$ cat src/sv/mnst_pkg.sv
// Shared types, codes and constants of the MIDI note sustain tracker.
`default_nettype none
package mnst_pkg;

	// Defaults of the top-level parameters.
	localparam int NOTE_COUNT_DEF = 128;
	localparam int MAX_KEYS_DEF   = 16;

	// Time values are as wide as the time field.
	localparam int TIME_WIDTH = 32;

	// Fixed widths of the item fields.
	localparam int OPCODE_W = 3;
	localparam int NOTE_W   = 7;
	localparam int KIDX_W   = 4;
	localparam int TGT_W    = 10;
	localparam int IN_W     = 72;
	localparam int OUT_W    = 40;

	// Event constants.
	localparam logic [6:0] SUSTAIN_CC      = 7'd64;
	localparam logic [6:0] PEDAL_THRESHOLD = 7'd64;
	localparam logic [TGT_W-1:0] OCTAVE    = 10'd12;

	// Opcodes of an input item.
	localparam logic [OPCODE_W-1:0] OP_NOTE_ON  = 3'd0;
	localparam logic [OPCODE_W-1:0] OP_NOTE_OFF = 3'd1;
	localparam logic [OPCODE_W-1:0] OP_CTRL     = 3'd2;
	localparam logic [OPCODE_W-1:0] OP_QUERY    = 3'd3;
	localparam logic [OPCODE_W-1:0] OP_MAP_WR   = 3'd4;
	localparam logic [OPCODE_W-1:0] OP_SUS_EN   = 3'd5;

	// Configuration register indexes.
	localparam logic [1:0] REG_BASE_NOTE  = 2'd0;
	localparam logic [1:0] REG_EXPAND     = 2'd1;
	localparam logic [1:0] REG_KEY_COUNT  = 2'd2;
	localparam logic [1:0] REG_REPRESS_MS = 2'd3;

	// Operations of the shared arithmetic unit.
	typedef enum logic [1:0] {
		ALU_ELAPSED = 2'd0,
		ALU_FOLD_UP = 2'd1,
		ALU_FOLD_DN = 2'd2,
		ALU_NEWER   = 2'd3
	} alu_op_t;

	// Result of the shared arithmetic unit.
	typedef struct packed {
		logic                    flag;
		logic signed [TGT_W-1:0] tgt_next;
	} alu_res_t;

endpackage
`default_nettype wire

$ cat src/sv/mnst_alu.sv
// Shared arithmetic unit: elapsed-time test, octave fold steps and time compare.
`default_nettype none
module mnst_alu (
	input  wire mnst_pkg::alu_op_t                    op,
	input  wire logic [mnst_pkg::TIME_WIDTH-1:0]      time_a,
	input  wire logic [mnst_pkg::TIME_WIDTH-1:0]      time_b,
	input  wire logic [15:0]                          off_ms,
	input  wire logic signed [mnst_pkg::TGT_W-1:0]    tgt,
	input  wire logic [6:0]                           top,
	output mnst_pkg::alu_res_t                        res
);
	import mnst_pkg::*;

	logic [TIME_WIDTH-1:0] diff;

	// One subtractor serves the elapsed-time test.
	assign diff = time_a - time_b;

	always_comb begin
		res.flag     = 1'b0;
		res.tgt_next = tgt;
		unique case (op)
			ALU_ELAPSED: begin
				res.flag = diff >= TIME_WIDTH'(off_ms);
			end
			ALU_FOLD_UP: begin
				res.flag     = tgt < 0;
				res.tgt_next = tgt + $signed(OCTAVE);
			end
			ALU_FOLD_DN: begin
				res.flag     = tgt > $signed({3'b000, top});
				res.tgt_next = tgt - $signed(OCTAVE);
			end
			ALU_NEWER: begin
				res.flag = time_a > time_b;
			end
			default: begin
				res.flag = 1'b0;
			end
		endcase
	end

endmodule
`default_nettype wire

$ cat config.mk
export PLATFORM = sky130hd
export DESIGN_NAME = mnst_alu
export DESIGN_NICKNAME = d
export VERILOG_FILES = /design/src/sv/mnst_pkg.sv /design/src/sv/mnst_alu.sv
export SDC_FILE = /design/constraint.sdc
export NUM_CORES = 1
export LEC_CHECK = 0
export ABC_AREA = 0
export ABC_CLOCK_PERIOD_IN_PS = 3450
export BUFFER_PORTS_ARGS = -buffer_cell sky130_fd_sc_hd__buf_2
export CORE_MARGIN = 8
export CORE_UTILIZATION = 49
export DETAILED_ROUTE_END_ITERATION = 12
export PLACE_DENSITY = 0.82
export SYNTH_ARGS = -nofsm -noshare
export SYNTH_HDL_FRONTEND = slang
export SYNTH_SLANG_ARGS = --single-unit
$ cat constraint.sdc
create_clock -name vclk -period 3.45
set_clock_uncertainty 0.15 [all_clocks]
set_input_delay 0 -clock vclk [all_inputs]
set_output_delay 0 -clock vclk [all_outputs]
set_load 0.1 [all_outputs]
Word level (Yosys, flattened, before mapping)
Cells that the tools add are included.

storage, ports and cells
  register bits after elaboration = 0
  input port bits = 99
  output and inout port bits = 11
  logic and storage cells = 13

cells by class
  add/subtract/negate cells = 3
  $lt $le $gt $ge = 4
  eq/ne operators = 3
  mux-type cells = 2
  reductions and logical operators = 1

operator list
  cell                                                  count
  greater-or-equal comparator 32 x 16 -> 1 bit          1
  greater-than comparator 32 bit                        1
  subtractor 32 bit                                     1
  case mux 10 bit (2 select lines)                      1
  adder 10 x 5 -> 10 bit (second input constant)        1
  greater-than comparator 10 x 8 -> 1 bit               1
  < comparator 10 x 1 -> 1 bit (second input constant)  1
  subtractor 10 x 5 -> 10 bit (second input constant)   1
  == test 2 bit (second input constant)                 2
  case mux 1 bit (4 select lines)                       1
  == test 2 x 1 -> 1 bit (second input constant)        1
  zero test 2 bit                                       1

Logic depth before layout (Yosys ltp)
  depth after elaboration = 3
  mapped depth = 20
  gate-level depth less buffers = 20

Worst setup path after synthesis
Ideal clock, no wire load.

  path kind = input to output
  start = input time_a[0] in the netlist's numbering
  end = output res[10] in the netlist's numbering
  arrival time = 4.356 ns
  required time = 3.300 ns
  setup slack = -1.056 ns
  stages = 20
  path buffers = 0
  path through = inv_1 > ha_1 > fa_1 > or2b_1 > a21o_1 > and3_1 > o21ai_0 > nand3_1 > nand2_1 > a21oi_1 > xnor2_1 > ha_1 > nand4_1 > nor2_1 > o211ai_1 > o311ai_0 > nor3_1 > nand4_1 > nor4_2 > a31oi_1

RTL lines
  what         line            RTL
  from (decl)  mnst_alu.sv:5   input wire logic [mnst_pkg::TIME_WIDTH-1:0] time_a,
  to (decl)    mnst_alu.sv:10  output mnst_pkg::alu_res_t res

==> metrics.yaml <==
final_layout:
  layout-drive-gt1-share_pct: 32.5
  area_growth_syn_to_layout_pct: 35.5
  regArea_sq_um: 0
  seq_cell_count: 0
  diodes: 0
  fin_area_sq_um: 4240
  multi_input_area_sq_um: 2930
  clkbuf_count: 0
  fill_cells: 539
  mostFrequentLayoutCells: "107 x buf_2, 71 x inv_1, 60 x ha_1"
  final_common_cell: "buf_2"
  nets: 768
  fin_util_pct: 67.6
critical_path:
  start_kind: "primary input"
  slowest_stage: "fa_2"
  cp.depth: 20
  worst-path-max-fanout: 2
  crit_buf_inv: 4
  slowest_delay_ns: 0.33
  worstSetupPathType: "primary input to output port"
  cp_top_family: "compound AO/OA/AOI/OAI gates"
  worst_setup_path_end_kind: "output port"
  crit_chain: "buf_6 > inv_4 > ha_4 > fa_2 > or2b_1 > buf_4 > nand2_1 > a21oi_1 > xnor2_1 > ha_1 > a21o_1 > a2111oi_2 > o21ai_1 > o211ai_1 > o311ai_1 > nor3_2 > nand4_1 > nor4_4 > a31oi_4 > buf_12"
  cp.arrival_ns: 3.49
  required_ns: 3.30
global_routing:
  grt_start_max_net_pins: 12
  track_usage_pct: 20.8
  grt-ovfl-total: 0
  grt_pass1_wl_um: 16300
  grt_pass1_vias: 3855
  grt_antenna_before_repair: 0
status:
  violations: "negative setup slack"
  status: "finished with violations"
placed_design:
  portBuffers: 110
  dp_hpwl_um: 8760
  placed_area_sq_um: 4070
  place_worst_setup_slack_ns: -0.406
  gp_congestion: 0.938
detailed_routing:
  wl_per_cell_um: 15.2
  postRouteAntennaNets: 0
  first_iter_violations: 209
  vias_per_cell: 5.77
  drtPass1Iterations: 5
  drc: 0
  num_vias: 3903
  routed_wl_um: 10300
sta:
  relSlewSlack_pct: 65.3
  finalCritPeriodShare_pct: 106
  min_period_ns: 3.64
  slew_viol_final: 0
  rsz0062_at_grt: "true"
  worst_slack_ns: -0.194
  hold_violations: 0
  fmax_ghz: 0.274
  tightest_slew_ns: 0.518
  whs_ns: 0.236
  setup_violations: 1
  fin_setup_tns_ns: -0.194
synth:
  synth_xor_area_share_pct: 7.00
  synth_warnings: 0
  ys_seq_area_share_pct: 0
  synth_top_family_by_area: "compound AO/OA/AOI/OAI gates"
  yosys.area_share.simple_pct: 18.1
  syn-mean-instance-area_sq_um: 6.79
  netlist_area_sq_um: 3130
  syn_nets: 627
  synth_fa_ha_area_share_pct: 27.3
  postSynthCellCount: 461
  ys_types: 59
  synth.area.mux_share_pct: 4.04
  synth_compound_area_share_pct: 32.1
power:
  pwr_density_cell_nw_per_um2: 223
  power.leakage_nw: 2.26
  vdd_drop_max_v: 0.000263
min_path:
  whs_path_depth: 2
  min_path_type: "primary input to output port"
floorplan:
  fp.dieH_um: 95.9
  fp.coreArea_sq_um: 6280
  die_area_sq_um: 9200
  initial_core_util_pct: 49.9
  die_x_um: 95.9
  floorplan.rows: 29
  io_pins: 110
flow_run:
  drv_cap: 0
[cell usage after synthesis (6+ instances only)]
cell type	n	share of area, %
nor2_1	23	2.8
xnor2_1	16	4.5
mux2i_1	7	2.2
inv_1	73	8.8
clkbuf_1	11	1.3
ha_1	65	26
a21o_1	15	3.6
nand3_1	11	1.8
a31oi_1	7	1.4
nand2b_1	8	1.6
o21ai_0	24	3.8
a21oi_1	42	6.7
nand4_1	9	1.8
nand2_1	35	4.2
o21a_1	9	2.2
o211ai_1	7	1.7
xor2_1	9	2.5
buf_2	6	0.96
[metrics by stage]
step | power, W | std cells
final | 0.000947 | 677
after global routing | 0.00103 | 677
after CTS | 0.000902 | 675
after detailed placement | 0.000882 | 674
after global placement | 0.000862 | 674
after floorplan | 0.000623 | 461
[repair_timing]
action	in CTS	in global routing
setup buffers	1	2
pin swaps	17	27
hold buffers	0	0
resized for setup	14	18
endpoints found under the setup margin	1	1
hold endpoints to repair	0	0
[layer usage]
layer  global-route usage, %  up-vias  part of all wire (%)
met5                       0        -                     0
met3                    1.79       16                   8.1
met2                    38.4      157                    47
li1                        -     1928                     -
met4                    1.66        0                  0.99
met1                    26.3     1802                    43
[kinds of logic (layout without fill, tap and decap cells)]
logic type / count (synthesis) / in the layout
simple gates: 114 / 114
buf+inv: 92 / 231
mux: 12 / 12
fa+ha+maj: 67 / 67
compound gates: 151 / 151
xor+xnor: 25 / 25
[layout make-up]
class	count	share of cell area (%)
repair buffers	158	22.1
well taps	77	2.27
multi-input cells	369	69.1
inverters	73	6.52
[worst paths after layout]
kind | start | end | slack (ns)
setup / recovery | time_a[0] | res[10] | -0.19
hold / removal | tgt[0] | res[0] | 0.24
[power breakdown]
part	leakage (nW)	switching (W)	internal [W]	total, W
clock	0	0	0	0
sequential	0	0	0	0
combinational	2.26	0.000555	0.000392	0.000947
total	2.26	0.000555	0.000392	0.000947
(Power assumes the default switching activity.)
